--- config.mk ---
export PLATFORM = sky130hd
export DESIGN_NAME = csv_field_tokenizer
export DESIGN_NICKNAME = d
export VERILOG_FILES = /design/src/rtl/core/csvt_pkg.sv /design/src/rtl/core/csvt_step.sv /design/src/rtl/core/csvt_res_fifo.sv /design/src/rtl/core/csv_field_tokenizer.sv
export SDC_FILE = /design/constraint.sdc
export NUM_CORES = 1
export LEC_CHECK = 0
export BUFFER_PORTS_ARGS = -buffer_cell sky130_fd_sc_hd__buf_2
export CORE_MARGIN = 3
export CORE_UTILIZATION = 45
export CTS_BUF_LIST = sky130_fd_sc_hd__clkbuf_4 sky130_fd_sc_hd__clkbuf_8 sky130_fd_sc_hd__clkbuf_16
export CTS_CLUSTER_DIAMETER = 200
export CTS_CLUSTER_SIZE = 8
export DETAILED_ROUTE_END_ITERATION = 10
export PLACE_DENSITY_LB_ADDON = 0.3
export SYNTH_ARGS = -nofsm -noshare
export SYNTH_HDL_FRONTEND = slang
export SYNTH_HIERARCHICAL = 1
export SYNTH_SLANG_ARGS = --single-unit
--- constraint.sdc ---
create_clock -name aclk -period 5.05 [get_ports aclk]
set_input_delay 1.01 -clock aclk [delete_from_list [all_inputs] [get_ports aclk]]
set_output_delay 1.01 -clock aclk [all_outputs]
set_load 0.1 [all_outputs]
--- src/rtl/core/csvt_pkg.sv ---
// Shared types and constants of the CSV field tokenizer.
package csvt_pkg;

    localparam int unsigned CHAR_W = 16;

    localparam logic [CHAR_W-1:0] CHAR_LF = 16'd10;
    localparam logic [CHAR_W-1:0] CHAR_CR = 16'd13;

    localparam logic [CHAR_W-1:0] DELIM_RESET  = 16'd44;
    localparam logic [CHAR_W-1:0] QUOTE_RESET  = 16'd34;
    localparam logic [CHAR_W-1:0] ESCAPE_RESET = 16'd92;

    // configuration register indexes
    localparam logic [1:0] REG_DELIMITER = 2'd0;
    localparam logic [1:0] REG_QUOTE     = 2'd1;
    localparam logic [1:0] REG_ESCAPE    = 2'd2;

    // input word modes
    localparam logic MODE_CHAR = 1'b0;
    localparam logic MODE_EOI  = 1'b1;

    typedef enum logic [1:0] {
        KIND_CHAR      = 2'd0,
        KIND_FIELD_END = 2'd1,
        KIND_ROW_END   = 2'd2,
        KIND_UNCLOSED  = 2'd3
    } kind_t;

    typedef struct packed {
        logic [CHAR_W-1:0] delimiter_char;
        logic [CHAR_W-1:0] quote_char;
        logic [CHAR_W-1:0] escape_char;
    } cfg_t;

    typedef struct packed {
        kind_t             kind;
        logic [CHAR_W-1:0] char_value;
    } token_t;

    // up to two tokens per input word, tok0 first
    typedef struct packed {
        logic [1:0] cnt;
        token_t     tok0;
        token_t     tok1;
    } step_res_t;

endpackage

--- src/rtl/core/csvt_step.sv ---
// Tokenizer state flags and the per-word next-state and token logic.
module csvt_step
    import csvt_pkg::*;
(
    input  logic              aclk,
    input  logic              aresetn,
    input  logic              advance,
    input  logic              mode,
    input  logic [CHAR_W-1:0] char_code,
    input  cfg_t              cfg,
    output step_res_t         res
);

    logic in_quotes_reg,      in_quotes_next;
    logic quote_pend_reg,     quote_pend_next;
    logic escape_pend_reg,    escape_pend_next;
    logic field_nonempty_reg, field_nonempty_next;
    logic line_nonempty_reg,  line_nonempty_next;
    logic after_cr_reg,       after_cr_next;

    logic      is_nl;
    logic      go_outside;
    logic      go_inside;
    step_res_t res_next;

    function automatic step_res_t push(step_res_t r, kind_t k, logic [CHAR_W-1:0] ch);
        step_res_t o;
        o = r;
        if (r.cnt == 2'd0) begin
            o.tok0 = '{kind: k, char_value: ch};
        end else begin
            o.tok1 = '{kind: k, char_value: ch};
        end
        o.cnt = r.cnt + 2'd1;
        return o;
    endfunction

    assign is_nl = (char_code == CHAR_LF) || (char_code == CHAR_CR);

    always_comb begin
        in_quotes_next      = in_quotes_reg;
        quote_pend_next     = quote_pend_reg;
        escape_pend_next    = escape_pend_reg;
        field_nonempty_next = field_nonempty_reg;
        line_nonempty_next  = line_nonempty_reg;
        after_cr_next       = after_cr_reg;
        res_next            = '0;
        go_outside          = 1'b0;
        go_inside           = 1'b0;

        if (mode == MODE_EOI) begin
            // flush pending escape, then end the row or report the open quote
            if (escape_pend_reg) begin
                res_next = push(res_next, KIND_CHAR, cfg.escape_char);
            end
            if (in_quotes_reg && !quote_pend_reg) begin
                res_next = push(res_next, KIND_UNCLOSED, '0);
            end else if (line_nonempty_reg || escape_pend_reg) begin
                res_next = push(res_next, KIND_ROW_END, '0);
            end
            in_quotes_next      = 1'b0;
            quote_pend_next     = 1'b0;
            escape_pend_next    = 1'b0;
            field_nonempty_next = 1'b0;
            line_nonempty_next  = 1'b0;
            after_cr_next       = 1'b0;
        end else if (after_cr_reg && char_code == CHAR_LF) begin
            // LF of a CR LF pair
            after_cr_next = 1'b0;
        end else begin
            after_cr_next = (char_code == CHAR_CR);
            if (!in_quotes_reg) begin
                go_outside = 1'b1;
            end else if (quote_pend_reg) begin
                quote_pend_next = 1'b0;
                if (!is_nl && char_code == cfg.quote_char) begin
                    res_next            = push(res_next, KIND_CHAR, cfg.quote_char);
                    field_nonempty_next = 1'b1;
                    line_nonempty_next  = 1'b1;
                end else begin
                    in_quotes_next = 1'b0;
                    go_outside     = 1'b1;
                end
            end else if (escape_pend_reg) begin
                escape_pend_next = 1'b0;
                if (!is_nl && char_code == cfg.quote_char) begin
                    res_next            = push(res_next, KIND_CHAR, cfg.quote_char);
                    field_nonempty_next = 1'b1;
                    line_nonempty_next  = 1'b1;
                end else begin
                    res_next            = push(res_next, KIND_CHAR, cfg.escape_char);
                    field_nonempty_next = 1'b1;
                    line_nonempty_next  = 1'b1;
                    go_inside           = 1'b1;
                end
            end else begin
                go_inside = 1'b1;
            end
        end

        if (go_outside) begin
            if (is_nl) begin
                res_next            = push(res_next, KIND_ROW_END, '0);
                field_nonempty_next = 1'b0;
                line_nonempty_next  = 1'b0;
            end else if (char_code == cfg.quote_char && !field_nonempty_reg) begin
                in_quotes_next     = 1'b1;
                line_nonempty_next = 1'b1;
            end else if (char_code == cfg.delimiter_char) begin
                res_next            = push(res_next, KIND_FIELD_END, '0);
                field_nonempty_next = 1'b0;
                line_nonempty_next  = 1'b1;
            end else begin
                res_next            = push(res_next, KIND_CHAR, char_code);
                field_nonempty_next = 1'b1;
                line_nonempty_next  = 1'b1;
            end
        end

        if (go_inside) begin
            if (is_nl) begin
                res_next            = push(res_next, KIND_CHAR, CHAR_LF);
                field_nonempty_next = 1'b1;
                line_nonempty_next  = 1'b1;
            end else if (char_code == cfg.quote_char) begin
                quote_pend_next = 1'b1;
            end else if (char_code == cfg.escape_char) begin
                escape_pend_next = 1'b1;
            end else begin
                res_next            = push(res_next, KIND_CHAR, char_code);
                field_nonempty_next = 1'b1;
                line_nonempty_next  = 1'b1;
            end
        end
    end

    always_ff @(posedge aclk) begin
        if (!aresetn) begin
            in_quotes_reg      <= 1'b0;
            quote_pend_reg     <= 1'b0;
            escape_pend_reg    <= 1'b0;
            field_nonempty_reg <= 1'b0;
            line_nonempty_reg  <= 1'b0;
            after_cr_reg       <= 1'b0;
        end else if (advance) begin
            in_quotes_reg      <= in_quotes_next;
            quote_pend_reg     <= quote_pend_next;
            escape_pend_reg    <= escape_pend_next;
            field_nonempty_reg <= field_nonempty_next;
            line_nonempty_reg  <= line_nonempty_next;
            after_cr_reg       <= after_cr_next;
        end
    end

    assign res = res_next;

endmodule

--- src/rtl/core/csvt_res_fifo.sv ---
// Four-entry token queue, up to two pushes and one pop per cycle.
module csvt_res_fifo
    import csvt_pkg::*;
(
    input  logic              aclk,
    input  logic              aresetn,
    input  step_res_t         push_res,
    input  logic              push_en,
    output logic [2:0]        count,
    output logic              out_valid,
    input  logic              out_ready,
    output token_t            out_tok,
    output logic              out_last
);

    localparam int unsigned DEPTH = 4;

    token_t     tok_reg  [DEPTH];
    logic       last_reg [DEPTH];
    logic [1:0] wr_ptr_reg, wr_ptr_next;
    logic [1:0] rd_ptr_reg, rd_ptr_next;
    logic [2:0] count_reg,  count_next;
    logic [1:0] n_push;
    logic       pop;
    logic [1:0] wr_ptr_1;

    assign n_push   = push_en ? push_res.cnt : 2'd0;
    assign pop      = out_valid && out_ready;
    assign wr_ptr_1 = wr_ptr_reg + 2'd1;

    always_comb begin
        wr_ptr_next = wr_ptr_reg + n_push;
        rd_ptr_next = rd_ptr_reg + {1'b0, pop};
        count_next  = count_reg + {1'b0, n_push} - {2'b00, pop};
    end

    always_ff @(posedge aclk) begin
        if (!aresetn) begin
            wr_ptr_reg <= '0;
            rd_ptr_reg <= '0;
            count_reg  <= '0;
        end else begin
            wr_ptr_reg <= wr_ptr_next;
            rd_ptr_reg <= rd_ptr_next;
            count_reg  <= count_next;
        end
    end

    always_ff @(posedge aclk) begin
        if (n_push != 2'd0) begin
            tok_reg[wr_ptr_reg]  <= push_res.tok0;
            last_reg[wr_ptr_reg] <= (n_push == 2'd1);
        end
        if (n_push == 2'd2) begin
            tok_reg[wr_ptr_1]  <= push_res.tok1;
            last_reg[wr_ptr_1] <= 1'b1;
        end
    end

    assign count     = count_reg;
    assign out_valid = (count_reg != 3'd0);
    assign out_tok   = tok_reg[rd_ptr_reg];
    assign out_last  = last_reg[rd_ptr_reg];

endmodule

--- src/rtl/core/csv_field_tokenizer.sv ---
// Top level of the streaming CSV field tokenizer.
// Path: an input word is held in the input register; its tokens are written into
//   the token queue when the word advances, and m_ is driven from the queue.
// Throughput: one input word per cycle while the queue has room for two tokens;
//   the output port carries one token at a time; a 4-entry queue absorbs them.
// Reset (aresetn low, synchronous): state flags and queue cleared, delimiter,
//   quote and escape registers return to 44, 34 and 92.
module csv_field_tokenizer
    import csvt_pkg::*;
(
    input  logic              aclk,
    input  logic              aresetn,

    // input words
    input  logic              s_tvalid,
    output logic              s_tready,
    input  logic [15:0]       s_tdata,    // [15:0] char_code
    input  logic [0:0]        s_tuser,    // [0] mode

    // tokens
    output logic              m_tvalid,
    input  logic              m_tready,
    output logic [15:0]       m_tdata,    // [15:0] char_value
    output logic [1:0]        m_tuser,    // [1:0] kind
    output logic              m_tlast,

    // configuration writes
    input  logic              cfg_wr_en,
    input  logic [1:0]        cfg_index,
    input  logic [15:0]       cfg_wdata
);

    cfg_t              cfg_reg;
    logic              in_valid_reg;
    logic              in_mode_reg;
    logic [CHAR_W-1:0] in_char_reg;
    logic              advance;
    logic [2:0]        fifo_count;
    step_res_t         step_res;
    token_t            out_tok;

    // configuration registers
    always_ff @(posedge aclk) begin
        if (!aresetn) begin
            cfg_reg.delimiter_char <= DELIM_RESET;
            cfg_reg.quote_char     <= QUOTE_RESET;
            cfg_reg.escape_char    <= ESCAPE_RESET;
        end else if (cfg_wr_en) begin
            unique case (cfg_index)
                REG_DELIMITER: cfg_reg.delimiter_char <= cfg_wdata;
                REG_QUOTE:     cfg_reg.quote_char     <= cfg_wdata;
                REG_ESCAPE:    cfg_reg.escape_char    <= cfg_wdata;
                default: ;
            endcase
        end
    end

    // A word in the input register moves on when the queue has room for two
    // tokens; count is taken before this cycle's pop to keep m_tready off
    // the s_tready path.
    assign advance  = in_valid_reg && (fifo_count <= 3'd2);
    assign s_tready = !in_valid_reg || advance;

    always_ff @(posedge aclk) begin
        if (!aresetn) begin
            in_valid_reg <= 1'b0;
        end else if (s_tready) begin
            in_valid_reg <= s_tvalid;
        end
    end

    always_ff @(posedge aclk) begin
        if (s_tvalid && s_tready) begin
            in_mode_reg <= s_tuser[0];
            in_char_reg <= s_tdata;
        end
    end

    csvt_step u_step (
        .aclk      (aclk),
        .aresetn   (aresetn),
        .advance   (advance),
        .mode      (in_mode_reg),
        .char_code (in_char_reg),
        .cfg       (cfg_reg),
        .res       (step_res)
    );

    csvt_res_fifo u_fifo (
        .aclk      (aclk),
        .aresetn   (aresetn),
        .push_res  (step_res),
        .push_en   (advance),
        .count     (fifo_count),
        .out_valid (m_tvalid),
        .out_ready (m_tready),
        .out_tok   (out_tok),
        .out_last  (m_tlast)
    );

    assign m_tdata = out_tok.char_value;
    assign m_tuser = out_tok.kind;

endmodule
* After elaboration in Yosys (flattened, before gate mapping) *
Memory sizes are Yosys's and may differ from the RTL's. A register that Yosys moved wholly into a read port is not among the register bits.
Cells that the tools add are included.

word-level totals
  word-level logic and storage cells = 158
  input bits = 40
  register bits = 79
  memory bits (writable) = 76
  memories = 2
  output and inout bits = 21

cells by class
  magnitude comparators = 1
  eq/ne operators = 9
  muxes and demuxes = 100
  reductions and logical operators = 23
  $add $sub $neg = 8

memories
  memory           depth  width  read ports  clocked after Yosys merged registers in  wr ports  line                 text
  u_fifo.tok_reg   4      18     1           1                                        2         csvt_res_fifo.sv:18  token_t tok_reg [DEPTH];
  u_fifo.last_reg  4      1      1           1                                        2         csvt_res_fifo.sv:19  logic last_reg [DEPTH];

operators with widths
  kind                   number
  $mux W38               15
  $mux W18               14
  $mux W37               2
  $mux W1                64
  $eq A16 B16 Y1         3
  $mux W36               1
  $mux W34               1
  $eq A16 B4 Y1 const B  2
  $add A2 B1 Y2 const B  4
  $logic_not A2 Y1       4
  $logic_and A1 B1 Y1    7
  $mux W2                3
  $reduce_and A2 Y1      3
  $eq A2 B1 Y1 const B   2
  $eq A2 B2 Y1 const B   2
  $logic_not A1 Y1       4
  $add A3 B2 Y3          1
  $le A3 B2 Y1 const B   1
  $logic_or A1 B1 Y1     3
  $reduce_bool A3 Y1     1
  $sub A3 B1 Y3          1
  $add A2 B1 Y2          1
  $add A2 B2 Y2          1
  $reduce_bool A2 Y1     1

* Logic depth before layout (Yosys ltp) *
Gate-level depths: netlist (run 1).

  depth in word-level cells = 26
  depth in mapped cells = 19
  depth with buffers taken out = 16

* Hierarchy *
The synthesis (run 1) kept the hierarchy.

modules (own cells, without submodules)
  module               area each (µm²)  seq. area each (µm²)  instances  cells each
  csvt_res_fifo        4209.0           2382.3                1          247
  csvt_step            2468.6           120.1                 1          323
  csv_field_tokenizer  2428.6           1491.4                1          210

* Least setup slack after synthesis (run 1) *
Ideal clock, no wire load.

  path kind = register -> register
  from = reg in_char_reg[11]
  to = mem u_fifo/tok_reg[3][0] (netlist name), enable pin
  setup time = 0.392 ns
  setup slack = 0.821 ns
  stages on the path, launching flop included = 15
  clock period less this slack = 4.229 ns
  data required time = 4.658 ns
  arrival = 3.836 ns
  path buffers = 1
  cell sequence = edfxtp_1 buf_6 xor2_1 nor4_4 and4_4 a31oi_1 o21a_1 ha_1 a21oi_2 ha_1 a21oi_1 a31oi_1 nor2b_1 a21oi_1 nor2_1

RTL lines
  element                   line                       text
  start: declaration        csv_field_tokenizer.sv:36  logic [CHAR_W-1:0] in_char_reg;
  start signal: assignment  csv_field_tokenizer.sv:75  in_char_reg <= s_tdata;
  end: declaration          csvt_res_fifo.sv:18

==> key figures, run 1 <==
Detailed routing
  • Post-detailed-route count of antenna-violating nets: 0
  • Per-cell via count in the routed design: about 5.6
  • Post-route DRC: 0
  • Violation count after the first detailed-routing iteration: 467
  • Total number of vias: 6,125
  • Number of detailed-route iterations in the first pass: 5
  • Post-detailed-routing wire length: 21.4 mm
  • Routed wirelength normalized by instance count: 19.6 um

Global route
  • Total congestion overflow: 0
  • Maximum number of pins on one net before global-route repair: 53
  • Via count of the first global-routing pass: between 5,000 and 6,000
  • All-Layer GR Usage: 0.199
  • Wire length of the first global-routing pass: about 34 mm
  • Initial antenna violation count: 0

Placement
  • Placer's final routability congestion estimate: 0.912
  • Number of input and output port buffers inserted: 60
  • Number of cells after detailed placement: 1,061
  • DP Wirelength: 15.0 mm

Hold path
  • End point of the most critical hold path: cfg_reg[33]
  • Worst hold path cell count: 2
  • Worst min path class: reg2reg
  • Worst hold path startpoint: cfg_reg[33]

Logic synthesis
  • Post-synthesis sequential area ratio: 0.439
  • Post-synthesis share of cell area spent on full adders, half adders and majority gates: 0.0104
  • Synth warn: 6
  • Synth area leaders: edfxtp_1 (29%), dfxtp_1 (15%), mux2_2 (7.7%)
  • Post-synth ARST share: 0
  • Share of synthesized cell area in and, or, nand and nor gates: 0.153
  • Syn Inst Count: 780
  • Xor/xnor share of the synthesized area: 0.0539
  • Number of enable flip-flop cells after synthesis: 89
  • Proportion of netlist area held by the largest area contributor: 0.293
  • Synthesized cell area: 9110 um2
  • Number of flip-flops and latches in the synthesized netlist: approximately 160
  • Combinational family with the most area after synthesis: multiplexers
  • Avg Synthesized Cell Area: 11.7 um2
  • Cell type contributing the most total cell area after synthesis: edfxtp_1
  • Nets in the synthesized netlist: 827
  • Mux contribution to synthesized area: 0.191
  • Synthesized-area fraction occupied by ao, oa, aoi and oai cells: 0.104
  • Main flop type after synthesis: edfxtp_1
  • Number of library cell types mapped by synthesis: 78

Power and ir drop
  • Leakage power: 3.72 nW
  • Share of power burned in registers: 0.382
  • VDD IR-drop max: around 0.25 mV
  • Sw power: approximately 1.4 mW
  • Part of the power in combinational logic: 0.286
  • Clock network power share: 0.332
  • Switching portion of total power: 0.354
  • Total internal power: 2.57 mW
  • PwrDens: 395 nW/um2

Finish
  • Most common cell after layout, fill and taps aside: edfxtp_1
  • N_diodes: 0
  • Most frequent cells in the layout: edfxtp_1 (89), nand2_1 (87), dfxtp_1 (66), mux2_2 (62), buf_2 (60)
  • Layout cells sized above 1: 0.298
  • Flip-flop count of the largest register after layout: 72
  • Layout Area Growth over Synthesis: 10.5%
  • Final std cells w/o fill: 1,093
  • Final Net Count: between 800 and 900

Clock network
  • Clock Sink Count: 155
  • Number of buffers on the longest clock path: 2
  • Clock buffer count from CTS: 17
  • PostCTS Resize Cnt: 0
  • TritonCTS clock tree: yes
  • Clock tree root buffer cell: clkbuf_16
  • Post-CTS setup repair buffer count: 0
  • Clk pin slew, worst setup/hold paths: 60 ps
  • CTS hold repair buffers: 0
  • Clock H-tree levels: 4
  • Skew-Pair Late Insertion Delay: approximately 420 ps

Timing
  • Final setup fails: 0
  • Maximum clock frequency: 219 MHz
  • Period minus WS final: 4570 ps
  • Final hold violation count: 0
  • Worst-margin pin slew: 1050 ps
  • Slew HR: 0.300
  • Setup_tns: 0 ps
  • Final Skew: roughly 14 ps
  • Final Max Tran Viols: 0
  • RSZ-0062 raised after global routing: false
  • Tcrit/Tclk final: 0.904

Die
  • Die height: 148 um
  • Number of placement rows: 51
  • I/O pins: 61
  • Die W: roughly 150 um
  • Die Outline Area: 22,000 um2
  • Initial Utilization: 0.463
  • Area of the core: 19,700 um2

Worst setup path
  • Worst reg2reg path startpoint: in_char_reg[12]
  • Class of the most critical setup path: reg2reg
  • Critical path required time: 5220 ps
  • Max Fanout on Critical Path: 18
  • Length in cells of the worst reg-to-reg path: 13
  • Destination of the worst register-to-register timing path: u_fifo/tok_reg[2][9]
  • Nature of the critical path startpoint: register
  • Worst R2R Setup Slack: between 400 and 500 ps
  • Critical Path Sink Type: register
  • Data arrival at the endpoint of the critical path: 4730 ps

Run status
  • Status: completed

Run
  • Max-cap viol count: 0
-- layout make-up --
| cell class | count | area (um2) |
|---|---|---|
| clock inverter | 11 | 129 |
| sequential | 155 | 3990 |
| timing repair buffer | 76 | 420 |
| clock buffer | 21 | 485 |
| multi-input combinational | 554 | 4660 |
| fill | 1790 | 9590 |
| inverter | 11 | 41.3 |
| tap | 265 | 332 |
-- cell usage after synthesis (3+ instances only) --
cell	n
o22ai_1	8
nand3_1	5
ha_1	6
buf_2	24
a21oi_1	23
a31oi_1	7
xor2_1	18
mux2_2	62
o31ai_1	4
nor4_1	3
and3_1	6
nand3b_1	3
and2_1	26
nor3_1	4
a21boi_0	5
xnor2_1	38
mux2_4	10
nand2_1	87
dfxtp_1	66
nand2b_1	16
nor2b_1	15
o21ai_0	28
o211ai_1	3
buf_6	13
inv_1	11
buf_4	7
clkbuf_1	14
o21a_1	4
nor4_4	7
nand4b_1	3
mux2i_1	46
edfxtp_1	89
nor2_1	14
mux4_2	19
nand4_1	9
a221oi_2	10
o21ai_1	13
-- how the worst max path moves through the flow --
stage                     from                   end  cells past startpoint
2_1_floorplan  in_char_reg[11]  u_fifo/tok_reg[3][0]                     14
3_3_place_gp   in_char_reg[12]       u_fifo/count[2]                     16
3_5_place_dp   in_char_reg[12]  u_fifo/tok_reg[2][8]                     13
4_1_cts        in_char_reg[12]  u_fifo/tok_reg[2][7]                     13
5_1_grt        in_char_reg[12]  u_fifo/tok_reg[2][7]                     13
6_report       in_char_reg[12]  u_fifo/tok_reg[2][9]                     13
-- power by group through the flow --
stage          sequential (mW)  combinational, mW  clock, mW
6_report                  1.52               1.14       1.32
2_1_floorplan             1.49               1.02          0
5_1_grt                   1.53               1.21       1.40
3_3_place_gp              1.55               1.14          0
4_1_cts                   1.52               1.15       1.34
3_5_place_dp              1.55               1.14          0
-- logic make-up after synthesis --
family	Yosys count
simple gates	224
flops	155
mux	137
compound gates	130
buf+inv	71
xor+xnor	56
fa+ha+maj	7
-- worst max-delay path, stage by stage, from the launching register on --
cell and delay, ps:
edfxtp_1 560, xor2_1 250, nor4_4 410, and4_4 330, a31oi_1 100, o21a_1 220
ha_1 300, a21oi_2 60, ha_1 300, a21oi_1 40, a31oi_1 460, nand2_4 180
or4b_4 730, mux2_4 360
-- metrics by stage --
step                hold WS, ps  cell area [um2]  setup slack [ps]  utilization  power, mW
floorplan                   440             9110               821            -       2.50
global placement            465             9450               636        0.481       2.68
detailed placement          474             9450               547        0.481       2.69
CTS                         483            10100               510        0.512       4.00
global route                514            10100               286        0.512       4.14
finish                      479            10100               485        0.512       3.98
-- metal layers --
layer / vias up / GRT usage / wire length (um)
li1: 2941 / - / -
met3: 31 / 0.0317 / 1070
met1: 2941 / 0.299 / 10500
met4: 0 / 0.0674 / 464
met2: 212 / 0.293 / 9360
met5: - / 0 / 0
No activity file was read; power rests on OpenSTA's default activity.
==> run 2, diff against run 1 <==
==> constraint.sdc (replaced) <==
create_clock -name aclk -period 3.91 [get_ports aclk]
set_input_delay 0.782 -clock aclk [delete_from_list [all_inputs] [get_ports aclk]]
set_output_delay 0.782 -clock aclk [all_outputs]
set_load 0.1 [all_outputs]
==> run 2 against run 1 <==
- critical path depth stayed put
- critical endpoint is now u_fifo/tok_reg[2][8]
- core utilization is 2.6 points higher
- critical path type unchanged
- power is 30% higher
- clock-buffer cell count is 1 higher
- worst setup slack worse by 450 ps
- largest power group unchanged
- sequential power is 26% higher
- wire length is 2.7% higher
- cell count is 4.9% higher
- maximum frequency is 18% higher
==> key figures, run 2 (synthesized netlist as in run 1, its figures left out) <==
Timing
  • Period minus WS final: 3870 ps (-692 ps)
  • Final Skew: 6.65 ps (-7.07 ps)
  • Setup_tns: 0 ps (unchanged)
  • Worst-margin pin slew: 994 ps (-54.5 ps)
  • Final Max Tran Viols: 0 (unchanged)
  • Tcrit/Tclk final: 0.991 (+0.0865)
  • Final hold violation count: 0 (unchanged)
  • Maximum clock frequency: 258 MHz (+18%)
  • Tightest hold margin: 479 ps (+0.339 ps)
  • Final setup fails: 0 (unchanged)
  • RSZ-0062 raised after global routing: true
  • Slew HR: 0.333 (+0.0334)

Global route
  • Via count of the first global-routing pass: 6,223 (+4.1%)
  • Maximum number of pins on one net before global-route repair: 45 (-15%)
  • All-Layer GR Usage: 0.206 (+0.00682)
  • Total congestion overflow: 0 (unchanged)
  • Wire length of the first global-routing pass: 35.4 mm (+3.7%)
  • Initial antenna violation count: 0 (unchanged)

Worst setup path
  • Nature of the critical path startpoint: register
  • Critical Path Sink Type: register
  • Worst reg2reg path startpoint: in_char_reg[12]
  • Class of the most critical setup path: reg2reg
  • Worst R2R Setup Slack: 40 ps (-450 ps)
  • Destination of the worst register-to-register timing path: u_fifo/tok_reg[2][8]
  • Data arrival at the endpoint of the critical path: 4050 ps (-680 ps)
  • Max Fanout on Critical Path: 18 (unchanged)
  • Length in cells of the worst reg-to-reg path: 13 (unchanged)
  • Critical path required time: 4090 ps (-1130 ps)

Detailed routing
  • Post-route DRC: 0 (unchanged)
  • Post-detailed-routing wire length: 22.0 mm (+2.7%)
  • Per-cell via count in the routed design: 5.49 (-2.0%)
  • Number of detailed-route iterations in the first pass: 6 (+1)
  • Routed wirelength normalized by instance count: 19.2 um (-2.1%)
  • Violation count after the first detailed-routing iteration: 399 (-15%)
  • Post-detailed-route count of antenna-violating nets: 0 (unchanged)
  • Total number of vias: 6,296 (+2.8%)

Finish
  • Final std cells w/o fill: 1,147 (+4.9%)
  • Most frequent cells in the layout: edfxtp_1 (89), nand2_1 (87), dfxtp_1 (66), mux2_2 (62), buf_4 (61)
  • Layout Area Growth over Synthesis: 16.1%
  • Flip-flop count of the largest register after layout: 72 (unchanged)
  • N_diodes: 0 (unchanged)
  • Filler Cells Inserted: 1,740 (-2.8%)
  • Final Net Count: 916 (+6.3%)
  • Most common cell after layout, fill and taps aside: edfxtp_1
  • Cell area after layout: 10,600 um2 (+5.0%)
  • Layout cells sized above 1: 0.347 (+0.0486)

Hold path
  • Worst hold path cell count: 2 (unchanged)
  • Worst hold path startpoint: cfg_reg[39]
  • End point of the most critical hold path: cfg_reg[39]
  • Worst min path class: reg2reg

Run
  • Max-cap viol count: 0 (unchanged)

Power and ir drop
  • VDD IR-drop max: 0.276 mV (+11%)
  • Clock network power share: 0.322 (-0.010)
  • Part of the power in combinational logic: 0.305 (+0.019)
  • Share of power burned in registers: 0.373 (-0.009)
  • Total Power: 5.16 mW (+30%)
  • PwrDens: 488 nW/um2 (+24%)
  • Leakage power: 4.00 nW (+7.5%)
  • Switching portion of total power: 0.358 (+0.00436)
  • Total internal power: 3.31 mW (+29%)
  • Sw power: 1.85 mW (+31%)

Placement
  • Placer's final routability congestion estimate: 0.885 (-3.0%)
  • Number of cells after detailed placement: 1,111 (+4.7%)
  • Placement-stage cell area: 9930 um2 (+5.1%)
  • Number of input and output port buffers inserted: 60 (unchanged)
  • DP Wirelength: 16.0 mm (+6.3%)

Clock network
  • Clk pin slew, worst setup/hold paths: 60 ps (about the same)
  • Number of buffers on the longest clock path: 2 (unchanged)
  • Clock tree root buffer cell: clkbuf_16
  • Clock H-tree levels: 4 (unchanged)
  • TritonCTS clock tree: yes
  • Skew-Pair Late Insertion Delay: 420 ps (about the same)
  • Clock buffer count from CTS: 17 (unchanged)
  • Clock Sink Count: 155 (unchanged)

Die
  • Number of placement rows: 51 (unchanged)
  • Die W: 148 um (unchanged)
  • Die height: 148 um (unchanged)
  • I/O pins: 61 (unchanged)
  • Initial Utilization: 0.463 (unchanged)
  • Die Outline Area: 22,000 um2 (unchanged)
  • Area of the core: 19,700 um2 (unchanged)

Run status
  • Status: completed
-- run 2: changes by cell type in the layout (fill, tap and decap cells not counted), sizes merged --
| cell | previous run | this run |
|---|---|---|
| buf | 76 | 129 |
| clkbuf | 21 | 23 |
| bufinv | 2 | 1 |
-- run 2: repair_timing --
action	CTS	global route
buffers inserted	0	3
hold buffers	0	0
resized for setup	0	4
endpoints found under the setup margin	0	56
-- run 2: per-stage QoR --
stage,worst slack (ps),utilization
floorplan,-46.4,-
global placement,110,0.505
detailed placement,47.6,0.505
CTS,13.3,0.536
global route,-117,0.538
finish,37.1,0.538
-- run 2: power by group through the flow --
stage	Sequential, mW	Combinational, mW	Clock, mW
5_1_grt	1.93	1.67	1.77
3_3_place_gp	1.95	1.56	0
2_1_floorplan	1.92	1.31	0
6_report	1.92	1.58	1.66
3_5_place_dp	1.96	1.58	0
4_1_cts	1.92	1.59	1.69
-- run 2: critical path: stages, from the launching register on --
cell,delay [ps]
edfxtp_1,410
xor2_1,200
nor4_4,350
and4_4,280
a31oi_1,110
o21a_1,240
ha_1,300
a21oi_2,60
ha_1,300
a21oi_2,50
a31oi_4,180
nand2_4,80
or4b_4,690
mux2_4,360
-- run 2: per-layer routing --
metal	share of wire	GRT usage	up-vias
li1	-	-	3050
met1	0.48	0.299	3053
met2	0.47	0.324	176
met3	0.047	0.0372	17
met4	0.0091	0.0467	0
met5	0	0	-
-- run 2: cell type report --
type	instances	area, um2	area share
repair buffers	130	912	0.0863
clock buffers	22	493	0.0466
inverters	11	41.3	0.00391
multi-input cells	554	4690	0.444
well taps	265	332	0.0314
clock inverters	10	104	0.00982
flip-flops and latches	155	3990	0.378
-- run 2: worst max-delay path by stage --
stage | cells past startpoint | startpoint | end
after detailed placement | 13 | in_char_reg[12] | u_fifo/tok_reg[2][16]
after global routing | 16 | in_char_reg[12] | u_fifo/count[2]
after floorplan | 16 | in_char_reg[3] | u_fifo/tok_reg[2][10]
after global placement | 13 | in_char_reg[3] | u_fifo/tok_reg[2][13]
after CTS | 17 | in_char_reg[10] | u_fifo/count[2]
final | 13 | in_char_reg[12] | u_fifo/tok_reg[2][8]
